===== config.mk =====
export PLATFORM = sky130hd
export DESIGN_NAME = ternary_weight_matvec
export DESIGN_NICKNAME = d
export VERILOG_FILES = /design/src/design/twmv_pkg.sv /design/src/design/ternary_weight_matvec.sv /design/src/design/twmv_lane_sum.sv /design/src/design/twmv_accum.sv
export SDC_FILE = /design/constraint.sdc
export NUM_CORES = 1
export LEC_CHECK = 0
export ABC_CLOCK_PERIOD_IN_PS = 11400
export BUFFER_PORTS_ARGS = -buffer_cell sky130_fd_sc_hd__buf_2
export CELL_PAD_IN_SITES_DETAIL_PLACEMENT = 0
export CELL_PAD_IN_SITES_GLOBAL_PLACEMENT = 1
export CORE_MARGIN = 2
export CORE_UTILIZATION = 45
export CTS_CLUSTER_SIZE = 8
export DETAILED_ROUTE_END_ITERATION = 10
export MAX_ROUTING_LAYER = met4
export PLACE_DENSITY_LB_ADDON = 0.1
export SYNTH_ARGS = -nofsm -noshare
export SYNTH_HDL_FRONTEND = slang
export SYNTH_SLANG_ARGS = --single-unit

===== constraint.sdc =====
create_clock -name clk -period 11.4 [get_ports clk]
set_input_delay 2.28 -clock clk [delete_from_list [all_inputs] [get_ports clk]]
set_output_delay 2.28 -clock clk [all_outputs]
set_load 0.01 [all_outputs]

===== src/design/twmv_pkg.sv =====
// Shared types and constants for the ternary-weight matrix-vector block.
// Item and accumulator-step structs, field widths and trit codes.
// No dependencies.
`timescale 1ns / 1ps
`default_nettype none

package twmv_pkg;

  localparam int LANES   = 4;
  localparam int ACT_W   = 8;
  localparam int TRIT_W  = 2;
  localparam int LANE_W  = 3;
  localparam int SUM_W   = 25;
  localparam int IDX_W   = 12;
  localparam int ROWS_W  = 13;
  localparam int TERM_W  = ACT_W + 1;
  localparam int GRP_W   = TERM_W + 2;

  localparam logic [TRIT_W-1:0] TRIT_ZERO = 2'b00;
  localparam logic [TRIT_W-1:0] TRIT_POS  = 2'b01;
  localparam logic [TRIT_W-1:0] TRIT_NEG  = 2'b10;
  localparam logic [TRIT_W-1:0] TRIT_IDLE = 2'b11;

  localparam logic [LANE_W-1:0] LANES_FULL = 3'd4;

  typedef struct packed {
    logic [LANES*TRIT_W-1:0]    weight_byte;
    logic [LANES-1:0][ACT_W-1:0] act;
    logic [LANE_W-1:0]          lanes_valid;
    logic                       last_in_row;
  } item_t;

  typedef struct packed {
    logic                    take;
    logic                    last;
    logic signed [GRP_W-1:0] group;
  } acc_step_t;

endpackage

`default_nettype wire


===== src/design/ternary_weight_matvec.sv =====
// Top level: input word register, ternary group sum, row accumulator.
// Path: a row's closing word goes through the input register, then the result register, to out_tvalid.
// Throughput: one word per cycle unless a row-closing word waits, set by the combinational sum-and-saturate path.
// Backpressure: a row-closing word waits in the input register while a result is unread.
// Reset (rst_n low, synchronous): accumulator and row index to 0, row_count to 1.
// Depends on twmv_pkg, twmv_lane_sum, twmv_accum.
`timescale 1ns / 1ps
`default_nettype none

module ternary_weight_matvec
  import twmv_pkg::*;
#(
  parameter int MAX_COLS = 65536,
  parameter int MAX_ROWS = 4096
) (
  input  wire               clk,
  input  wire               rst_n,
  // configuration: row_count
  input  wire               cfg_wr_en,
  input  wire  [ROWS_W-1:0] cfg_wr_data,
  // input words
  input  wire               in_tvalid,
  output logic              in_tready,
  // [7:0] weight_byte, [15:8] act_0, [23:16] act_1, [31:24] act_2,
  // [39:32] act_3, [42:40] lanes_valid, [47:43] zero
  input  wire  [47:0]       in_tdata,
  input  wire               in_tlast,    // last_in_row
  // result words
  output logic              out_tvalid,
  input  wire               out_tready,
  // [24:0] row_sum, [36:25] row_index, [39:37] zero
  output logic [39:0]       out_tdata,
  output logic              out_tlast    // last_row
);

  logic [ROWS_W-1:0] row_count_r;
  item_t             item_r;
  logic              item_vld_r;
  logic              advance;
  logic              out_valid;
  logic signed [GRP_W-1:0]  group;
  logic signed [SUM_W-1:0]  row_sum;
  logic [IDX_W-1:0]         row_index;
  logic                     last_row;
  acc_step_t                step;

  // Row count register: the user must write it only while the block is idle; the block does not enforce this.
  always_ff @(posedge clk) begin
    if (!rst_n) begin
      row_count_r <= ROWS_W'(1);
    end else if (cfg_wr_en) begin
      row_count_r <= cfg_wr_data;
    end
  end

  // Advance the held word unless it closes a row and the result slot is still full.
  assign advance   = item_vld_r && (!item_r.last_in_row || !out_valid || out_tready);
  assign in_tready = !item_vld_r || advance;

  always_ff @(posedge clk) begin
    if (!rst_n) begin
      item_vld_r <= 1'b0;
    end else if (in_tready) begin
      item_vld_r <= in_tvalid;
    end
  end

  // Hold the payload; it needs no reset.
  always_ff @(posedge clk) begin
    if (in_tready && in_tvalid) begin
      item_r.weight_byte <= in_tdata[7:0];
      item_r.act[0]      <= in_tdata[15:8];
      item_r.act[1]      <= in_tdata[23:16];
      item_r.act[2]      <= in_tdata[31:24];
      item_r.act[3]      <= in_tdata[39:32];
      item_r.lanes_valid <= in_tdata[42:40];
      item_r.last_in_row <= in_tlast;
    end
  end

  twmv_lane_sum u_lane_sum (
    .item  (item_r),
    .group (group)
  );

  assign step.take  = advance;
  assign step.last  = item_r.last_in_row;
  assign step.group = group;

  twmv_accum #(
    .MAX_COLS (MAX_COLS),
    .MAX_ROWS (MAX_ROWS)
  ) u_accum (
    .clk       (clk),
    .rst_n     (rst_n),
    .step      (step),
    .row_count (row_count_r),
    .out_ready (out_tready),
    .out_valid (out_valid),
    .row_sum   (row_sum),
    .row_index (row_index),
    .last_row  (last_row)
  );

  assign out_tvalid = out_valid;
  assign out_tdata  = {3'b000, row_index, row_sum};
  assign out_tlast  = last_row;

endmodule

`default_nettype wire


===== src/design/twmv_lane_sum.sv =====
// Four-lane ternary group sum of one registered item.
// Depends on twmv_pkg.
`timescale 1ns / 1ps
`default_nettype none

module twmv_lane_sum
  import twmv_pkg::*;
(
  input  item_t                   item,
  output logic signed [GRP_W-1:0] group
);

  logic [LANE_W-1:0]        lanes_eff;
  logic signed [TERM_W-1:0] term [LANES];
  logic signed [GRP_W-1:0]  acc;

  assign lanes_eff = (item.lanes_valid > LANES_FULL) ? LANES_FULL : item.lanes_valid;

  always_comb begin
    for (int i = 0; i < LANES; i++) begin
      term[i] = '0;
      if (LANE_W'(i) < lanes_eff) begin
        unique case (item.weight_byte[TRIT_W*i +: TRIT_W])
          TRIT_POS:  term[i] = TERM_W'($signed(item.act[i]));
          TRIT_NEG:  term[i] = -TERM_W'($signed(item.act[i]));
          TRIT_ZERO: term[i] = '0;
          TRIT_IDLE: term[i] = '0;
          default:   term[i] = '0;
        endcase
      end
    end
  end

  // Independent lane terms, one adder tree.
  always_comb begin
    acc = '0;
    for (int i = 0; i < LANES; i++) begin
      acc = acc + GRP_W'(term[i]);
    end
  end

  assign group = acc;

endmodule

`default_nettype wire


===== src/design/twmv_accum.sv =====
// Saturating row accumulator, row counter and result register.
// Depends on twmv_pkg.
`timescale 1ns / 1ps
`default_nettype none

module twmv_accum
  import twmv_pkg::*;
#(
  parameter int MAX_COLS = 65536,
  parameter int MAX_ROWS = 4096
) (
  input  wire                      clk,
  input  wire                      rst_n,
  input  acc_step_t                step,
  input  wire [ROWS_W-1:0]         row_count,
  input  wire                      out_ready,
  output logic                     out_valid,
  output logic signed [SUM_W-1:0]  row_sum,
  output logic [IDX_W-1:0]         row_index,
  output logic                     last_row
);

  localparam logic signed [SUM_W:0] SUM_BOUND = (SUM_W + 1)'(MAX_COLS * 128);
  localparam logic [ROWS_W-1:0]     ROWS_MAX  = ROWS_W'(MAX_ROWS);

  logic signed [SUM_W-1:0] acc_r, acc_nxt;
  logic [IDX_W-1:0]        cnt_r, cnt_nxt;
  logic                    out_valid_r, out_valid_nxt;
  logic signed [SUM_W-1:0] sum_r;
  logic [IDX_W-1:0]        idx_r;
  logic                    lrow_r;

  logic signed [SUM_W:0]   acc_ext;
  logic signed [SUM_W-1:0] acc_sat;
  logic [ROWS_W-1:0]       rows_eff;
  logic                    final_row;

  assign acc_ext = (SUM_W + 1)'(acc_r) + (SUM_W + 1)'(step.group);

  always_comb begin
    priority if (acc_ext > SUM_BOUND) begin
      acc_sat = SUM_W'(SUM_BOUND);
    end else if (acc_ext < -SUM_BOUND) begin
      acc_sat = SUM_W'(-SUM_BOUND);
    end else begin
      acc_sat = SUM_W'(acc_ext);
    end
  end

  always_comb begin
    priority if (row_count == '0) begin
      rows_eff = ROWS_W'(1);
    end else if (row_count > ROWS_MAX) begin
      rows_eff = ROWS_MAX;
    end else begin
      rows_eff = row_count;
    end
  end

  assign final_row = {1'b0, cnt_r} >= (rows_eff - ROWS_W'(1));

  always_comb begin
    acc_nxt       = acc_r;
    cnt_nxt       = cnt_r;
    out_valid_nxt = out_valid_r && !out_ready;
    if (step.take) begin
      if (step.last) begin
        acc_nxt       = '0;
        cnt_nxt       = final_row ? '0 : cnt_r + IDX_W'(1);
        out_valid_nxt = 1'b1;
      end else begin
        acc_nxt = acc_sat;
      end
    end
  end

  always_ff @(posedge clk) begin
    if (!rst_n) begin
      acc_r       <= '0;
      cnt_r       <= '0;
      out_valid_r <= 1'b0;
    end else begin
      acc_r       <= acc_nxt;
      cnt_r       <= cnt_nxt;
      out_valid_r <= out_valid_nxt;
    end
  end

  // Result payload: load on a row's closing word.
  always_ff @(posedge clk) begin
    if (step.take && step.last) begin
      sum_r  <= acc_sat;
      idx_r  <= cnt_r;
      lrow_r <= final_row;
    end
  end

  assign out_valid = out_valid_r;
  assign row_sum   = sum_r;
  assign row_index = idx_r;
  assign last_row  = lrow_r;

  a_close_clears: assert property (@(posedge clk) disable iff (!rst_n)
    step.take && step.last |=> acc_r == '0)
    else $error("accumulator not cleared after row close");

  a_close_shows: assert property (@(posedge clk) disable iff (!rst_n)
    step.take && step.last |=> out_valid_r)
    else $error("row close did not raise result valid");

  a_no_overwrite: assert property (@(posedge clk) disable iff (!rst_n)
    step.take && step.last |-> !out_valid_r || out_ready)
    else $error("pending result overwritten");

  a_wrap: assert property (@(posedge clk) disable iff (!rst_n)
    step.take && step.last && final_row |=> cnt_r == '0)
    else $error("row counter failed to wrap");

endmodule

`default_nettype wire


Yosys cells after proc, flatten, opt, wreduce, memory -nomap -nowiden:

Index checks and enable logic that the tools add are counted.
W data, S select, Z words.

* flip-flop bits (word level): 134
* bits of input ports: 67
* output and inout bits: 43
* word-level logic and storage cells: 84

* add/sub/neg operators: 10
* order comparisons: 9
* equal/unequal tests: 12
* muxes and demuxes: 17
* reductions and logical operators: 21

Operators by type and width (count)
* $pmux W9 S3: 4
* $mux W25: 3
* $mux W9: 4
* $neg A8 Y9: 4
* $add A25 B11 Y26: 1
* $gt A26 B25 Y1 const B: 1
* $lt A26 B24 Y1 const B: 1
* $mux W13: 2
* $eq A2 B2 Y1 const B: 8
* $ge A12 B13 Y1: 1
* $gt A13 B13 Y1 const B: 1
* $logic_not A13 Y1: 1
* $sub A13 B1 Y13 const B: 1
* $add A12 B1 Y12 const B: 1
* $mux W12: 1
* $add A10 B9 Y11: 1
* $add A11 B9 Y11: 1
* $add A9 B9 Y10: 1
* $eq A2 B1 Y1 const B: 4
* $logic_not A2 Y1: 4
* $reduce_or A2 Y1: 4
* $lt A1 B3 Y1 const A: 2
* $lt A2 B3 Y1 const A: 2
* $logic_and A1 B1 Y1: 4
* other kinds (6): 12

Logic depth before layout (Yosys ltp):

* word-level depth: 12
* gate-level depth with buffers: 23
* depth with buffers taken out: 22

Cells and area by module:

Synthesis repeated with hierarchy kept, for this count alone.

* cells, all modules: 859
* area total of the unflattened synthesis: 8448.1 sq um

Modules (own cells, without submodules)
* twmv_accum: instances 1, cells each 503, area an instance 4737.0 sq um
* ternary_weight_matvec: instances 1, cells each 98, area an instance 1911.8 sq um
* twmv_lane_sum: instances 1, cells each 258, area an instance 1799.2 sq um

Least setup slack after synthesis:

No wires, ideal clock.

* kind: reg-to-reg
* from: reg item_r[29] in the netlist's numbering
* to: reg u_accum.sum_r[19] (netlist: u_accum.row_sum[19]), data pin
* setup time: 265 ps
* data arrival time: 5740 ps
* data required time: 11135 ps
* slack: 5394 ps
* cell stages (with the launch flop): 22
* clock period less this slack: 6006 ps
* cells stage by stage: edfxtp_1 -> inv_1 -> ha_1 -> nand2b_1 -> or4_1 -> o21ai_0 -> nand2_1 -> nand2_1 -> fa_1 -> fa_1 -> inv_1 -> fa_1 -> ha_1 -> or4_1 -> a211oi_1 -> nor4_1 -> o21ba_2 -> o211a_1 -> buf_2 -> nand2_2 -> buf_2 -> a21oi_2

* word-level cells in the longest chain between the ends: 8

RTL lines
* start: declaration: RTL line ternary_weight_matvec.sv:37 `item_t item_r;`
* $neg A8 Y9: RTL line twmv_lane_sum.sv:25 `TRIT_NEG: term[i] = -TERM_W'($signed(item.act[i]));`
* $pmux W9 S3 *: RTL line twmv_lane_sum.sv:23 `unique case (item.weight_byte[TRIT_W*i +: TRIT_W])`
* $mux W9 *: RTL line twmv_lane_sum.sv:22 `if (LANE_W'(i) < lanes_eff) begin`
* $add A11 B9 Y11 *: RTL line twmv_lane_sum.sv:38 `acc = acc + GRP_W'(term[i]);`
* $add A25 B11 Y26 *: RTL line twmv_accum.sv:38 `assign acc_ext = (SUM_W + 1)'(acc_r) + (SUM_W + 1)'(step.group);`
* $lt A26 B24 Y1: RTL line twmv_accum.sv:43 `end else if (acc_ext < -SUM_BOUND) begin`
* $mux W25: RTL line twmv_accum.sv:43
* $mux W25 *: RTL line twmv_accum.sv:41 `priority if (acc_ext > SUM_BOUND) begin`
* named net u_accum.acc_sat[19]: RTL line twmv_accum.sv:34 `logic signed [SUM_W-1:0] acc_sat;`
* end signal: assignment: RTL line twmv_accum.sv:92 `sum_r <= acc_sat;`
* end: declaration: RTL line twmv_accum.sv:29 `logic signed [SUM_W-1:0] sum_r;`

The timed path passes the listed nets; every way through them passes the cells marked *.
A chain may end at the register's enable or synchronous reset.

Worst setup path in the final report:

* from: reg item_r[29] in the netlist's numbering
* to: reg u_accum.sum_r[9] (netlist: u_accum.row_sum[9]), data pin

The elaborated chain is that of the path after synthesis.

==> summary.txt <==
Outcome: complete, no violations
Xor and xnor area share after synthesis: 4.99%
Largest family of logic cells by synthesized area: simple AND/OR/NAND/NOR gates
Via count: 6966
Compound-Gate Fraction of Synth Area: 15.2%
Hold Path Origin: u_accum.acc_r[20]
Global-route wire length before repair: 35.1 mm
PortBufs: 101
Count of pins over their slew limit: 0
Min Clock Period, post-route: 7550 ps
Later-pin clock latency in the skew report: 430 ps
Final setup violation count: 0
Pwr dens: 174 nW/um2
Row Count: 52
Clock sinks: 134
Number of global-route vias before repair: 6619
Reg2reg setup slack: 3850 ps
Storage cell area: 3500 um2
Grt met1 use: 28.4%
Worst-path cell chain: inv_1 > ha_1 > nand2b_1 > or4_1 > o21ai_0 > nand2_1 > nand2_1 > fa_1 > fa_1 > fa_1 > inv_1 > ha_1 > a21oi_1 > o21ai_1 > a221oi_2 > o21bai_1 > xnor2_1 > nand4b_1 > nor4_2 > o21ai_2 > buf_4 > a21boi_0
FF-to-FF Start: item_r[29]
Largest stage delay, worst path: 1250 ps
NumNets Final: 1187
Area grow syn2layout: 14.4%
Post-synth EDFFs: 82
Worst setup path end: u_accum.row_sum[9]
Gr busiest metal: met2
Clock Pin Slew Worst Setup and Hold Paths: 70 ps
Reg-to-Reg End: u_accum.row_sum[9]
Worst-margin pin slew: 1050 ps
Syn. warnings: 0
Mean Syn Cell Area: 9.70 um2
Full die area: 21400 um2
Starting DRT DRC Count: 403
Post-CTS Resized: 0
Fillers: 1886
Vias/cell: 5.29
Core Util, Final: 52.0%
GR Util All Layers: 21.3%
Cell area after layout: 10400 um2
Setup TNS: 0 ps
F_max: 132 MHz
Placed inst area: 9840 um2
Share of cells above drive strength 1: 17.7%
Critical-path maximum fanout: 14
DRC: 0
Worst slew margin: 29.6%
Mux cell area share after synthesis: 1.43%
Routed WL: 21.7 mm
Grt met3 use: 3.44%
# IOs: 110
Mapped Cells: 939
Grt ovf: 0
Clock skew: 14.1 ps
Die height: 146 um
FF-to-FF path depth: 22
Yosys reg bits: 134
Leakage: 0.00434 uW
Antenna cells: 0
CTS root buffer: clkbuf_16
Adder-cell share of the synthesized area: 15.5%
Distinct cells, synth: 73
Crit-path leading delay family: adder cells
CTS tree: built
Worst hold slack: 454 ps
Worst Setup SP: item_r[29]
Async S/R FF share, synth: 0%
Num CTS Buffers: 17
CP bufs+invs: 3
WL/cell: 16.5 um
CTS Buffer Depth: 2
RSZ-0062 raised after global routing: no
Starting Density: 45.4%
Grt met2 use: 34.1%
Multi-input combinational cell area: 5120 um2
Required @ worst endpoint: 11540 ps
Core area: 20000 um2
Register area share after synthesis: 38.5%
CP arrival: 7690 ps
DP HPWL: 16.1 mm
Crit Path Class: reg2reg
Initial antenna violation count: 0
Final hold vios: 0
Fin crit share: 66.2%
Total power: 1810 uW
Crit path depth: 22
Worst VDD drop: 0.0000976 V
Post-Synth Simple-Gate Area: 18.8%
Worst setup EP type: flop
Tightest Hold Check Type: reg2reg
Cell mode on critical path: fa_1
Ys flop type: edfxtp_1
Post-CTS Setup Inserts: 0
Die width: 146 um
Setup crit start kind: flop
Routability congestion estimate: 0.915
Pin count of the biggest net entering global routing: 51
Antenna Nets Post-Route: 0
Hold_buf cts: 0
Critical-path top delay cell: fa_1
Max cap viols: 0
Synthesized area: 9110 um2
H-Tree Depth: 4
DR pass1 iterations: 5
-- worst min-delay path by stage --
stage	endpoint	slack (ps)	cells past startpoint
after global routing	u_accum.acc_r[19]	470	1
after floorplan	u_accum.acc_r[10]	430	2
after CTS	u_accum.acc_r[20]	460	1
final	u_accum.acc_r[20]	450	1
after global placement	u_accum.acc_r[16]	440	1
after detailed placement	u_accum.acc_r[20]	440	1
-- cells by family after synthesis --
group | Yosys count
simple gates | 337
compound gates | 192
flops | 134
buf+inv | 124
fa+ha+maj | 87
xor+xnor | 51
mux | 13
other cells | 1
-- registers in the layout (all words and copies together) (netlist names) --
register	flops
u_accum.cnt_r	12
u_accum.row_index	12
item_r	44
row_count_r	13
u_accum.out_valid	1
u_accum.acc_r	25
u_accum.last_row	1
u_accum.row_sum	25
item_vld_r	1
-- report_power, final --
group	switching, uW	internal [uW]	leakage (uW)
clock network	249	293	0.000281
registers	18.2	555	0.00124
logic	451	245	0.00281
total	719	1090	0.00434
-- cells in the final DEF (no fill, tap or decap), types with 5 or more instances in the layout --
cell type	synthesis	final
a211oi_1	6	6
a21boi_0	6	6
a21o_1	17	17
a21oi_1	35	35
a21oi_2	21	21
a22oi_1	12	12
a32oi_1	9	9
and2_1	8	8
and3_1	5	5
buf_2	8	101
buf_4	3	5
clkbuf_16	0	17
dfxtp_1	52	52
edfxtp_1	82	82
fa_1	43	43
ha_1	44	44
inv_1	90	89
inv_8	0	7
mux2i_1	13	13
nand2_1	68	68
nand2b_1	9	9
nand3_1	56	56
nand4_1	16	16
nor2_1	90	90
nor2b_1	27	27
nor3_1	9	9
nor3b_1	6	6
nor4_1	8	8
o211ai_1	5	5
o21a_1	8	8
o21ai_0	28	28
o21ai_1	9	9
or3_1	8	8
xnor2_1	30	30
xor2_1	20	20
-- area by class of cell --
type                            count  area share, %
Inverter                           91           3.28
Multi-Input combinational cell    683           49.1
Clock buffer                       17           4.08
Tap cell                          270           3.24
Timing Repair Buffer              106           5.21
Clock inverter                     15           1.48
Sequential cell                   134           33.6
-- cell usage after synthesis (4+ instances only) --
cell type,instances,area [um2]
a211oi_1,6,45.0
a21boi_0,6,45.0
a21o_1,17,128
a21oi_1,35,175
a21oi_2,21,184
a22oi_1,12,90.1
a31oi_1,5,31.3
a32oi_1,9,78.8
and2_1,8,50.1
and3_1,5,31.3
buf_2,8,40.0
clkbuf_1,18,67.6
dfxtp_1,52,1040
edfxtp_1,82,2460
fa_1,43,861
ha_1,44,551
inv_1,90,338
mux2i_1,13,130
nand2_1,68,255
nand2b_1,9,56.3
nand3_1,56,280
nand4_1,16,100
nor2_1,90,338
nor2b_1,27,169
nor3_1,9,45.0
nor3b_1,6,45.0
nor4_1,8,50.1
nor4_2,4,50.1
o211ai_1,5,37.5
o21a_1,8,60.1
o21ai_0,28,140
o21ai_1,9,45.0
o21bai_1,4,30.0
or3_1,8,50.1
or4_1,4,30.0
xnor2_1,30,263
xor2_1,20,175
-- worst register-to-register path, cell delays in order, from the launching register on --
cell and delay, ps:
edfxtp_1 420, inv_1 80, ha_1 160, nand2b_1 80, or4_1 410, o21ai_0 190, nand2_1 70, nand2_1 150
fa_1 490, fa_1 1250, fa_1 560, inv_1 70, ha_1 290, a21oi_1 250, o21ai_1 240, a221oi_2 640
o21bai_1 190, xnor2_1 240, nand4b_1 160, nor4_2 70, o21ai_2 760, buf_4 380, a21boi_0 120
-- per-layer routing --
layer / routed length (um) / vias up
met5: 0 / -
met4: 367 / 0
met3: 604 / 24
met2: 10400 / 118
met1: 10200 / 3311
li1: - / 3513
-- metrics by stage --
step,std cells,worst slack [ps]
after floorplan,941,5390
final,1316,3850
after CTS,1316,3860
after global placement,1284,3880
after global routing,1316,3230
after detailed placement,1284,3930
(Power assumes the default switching activity.)
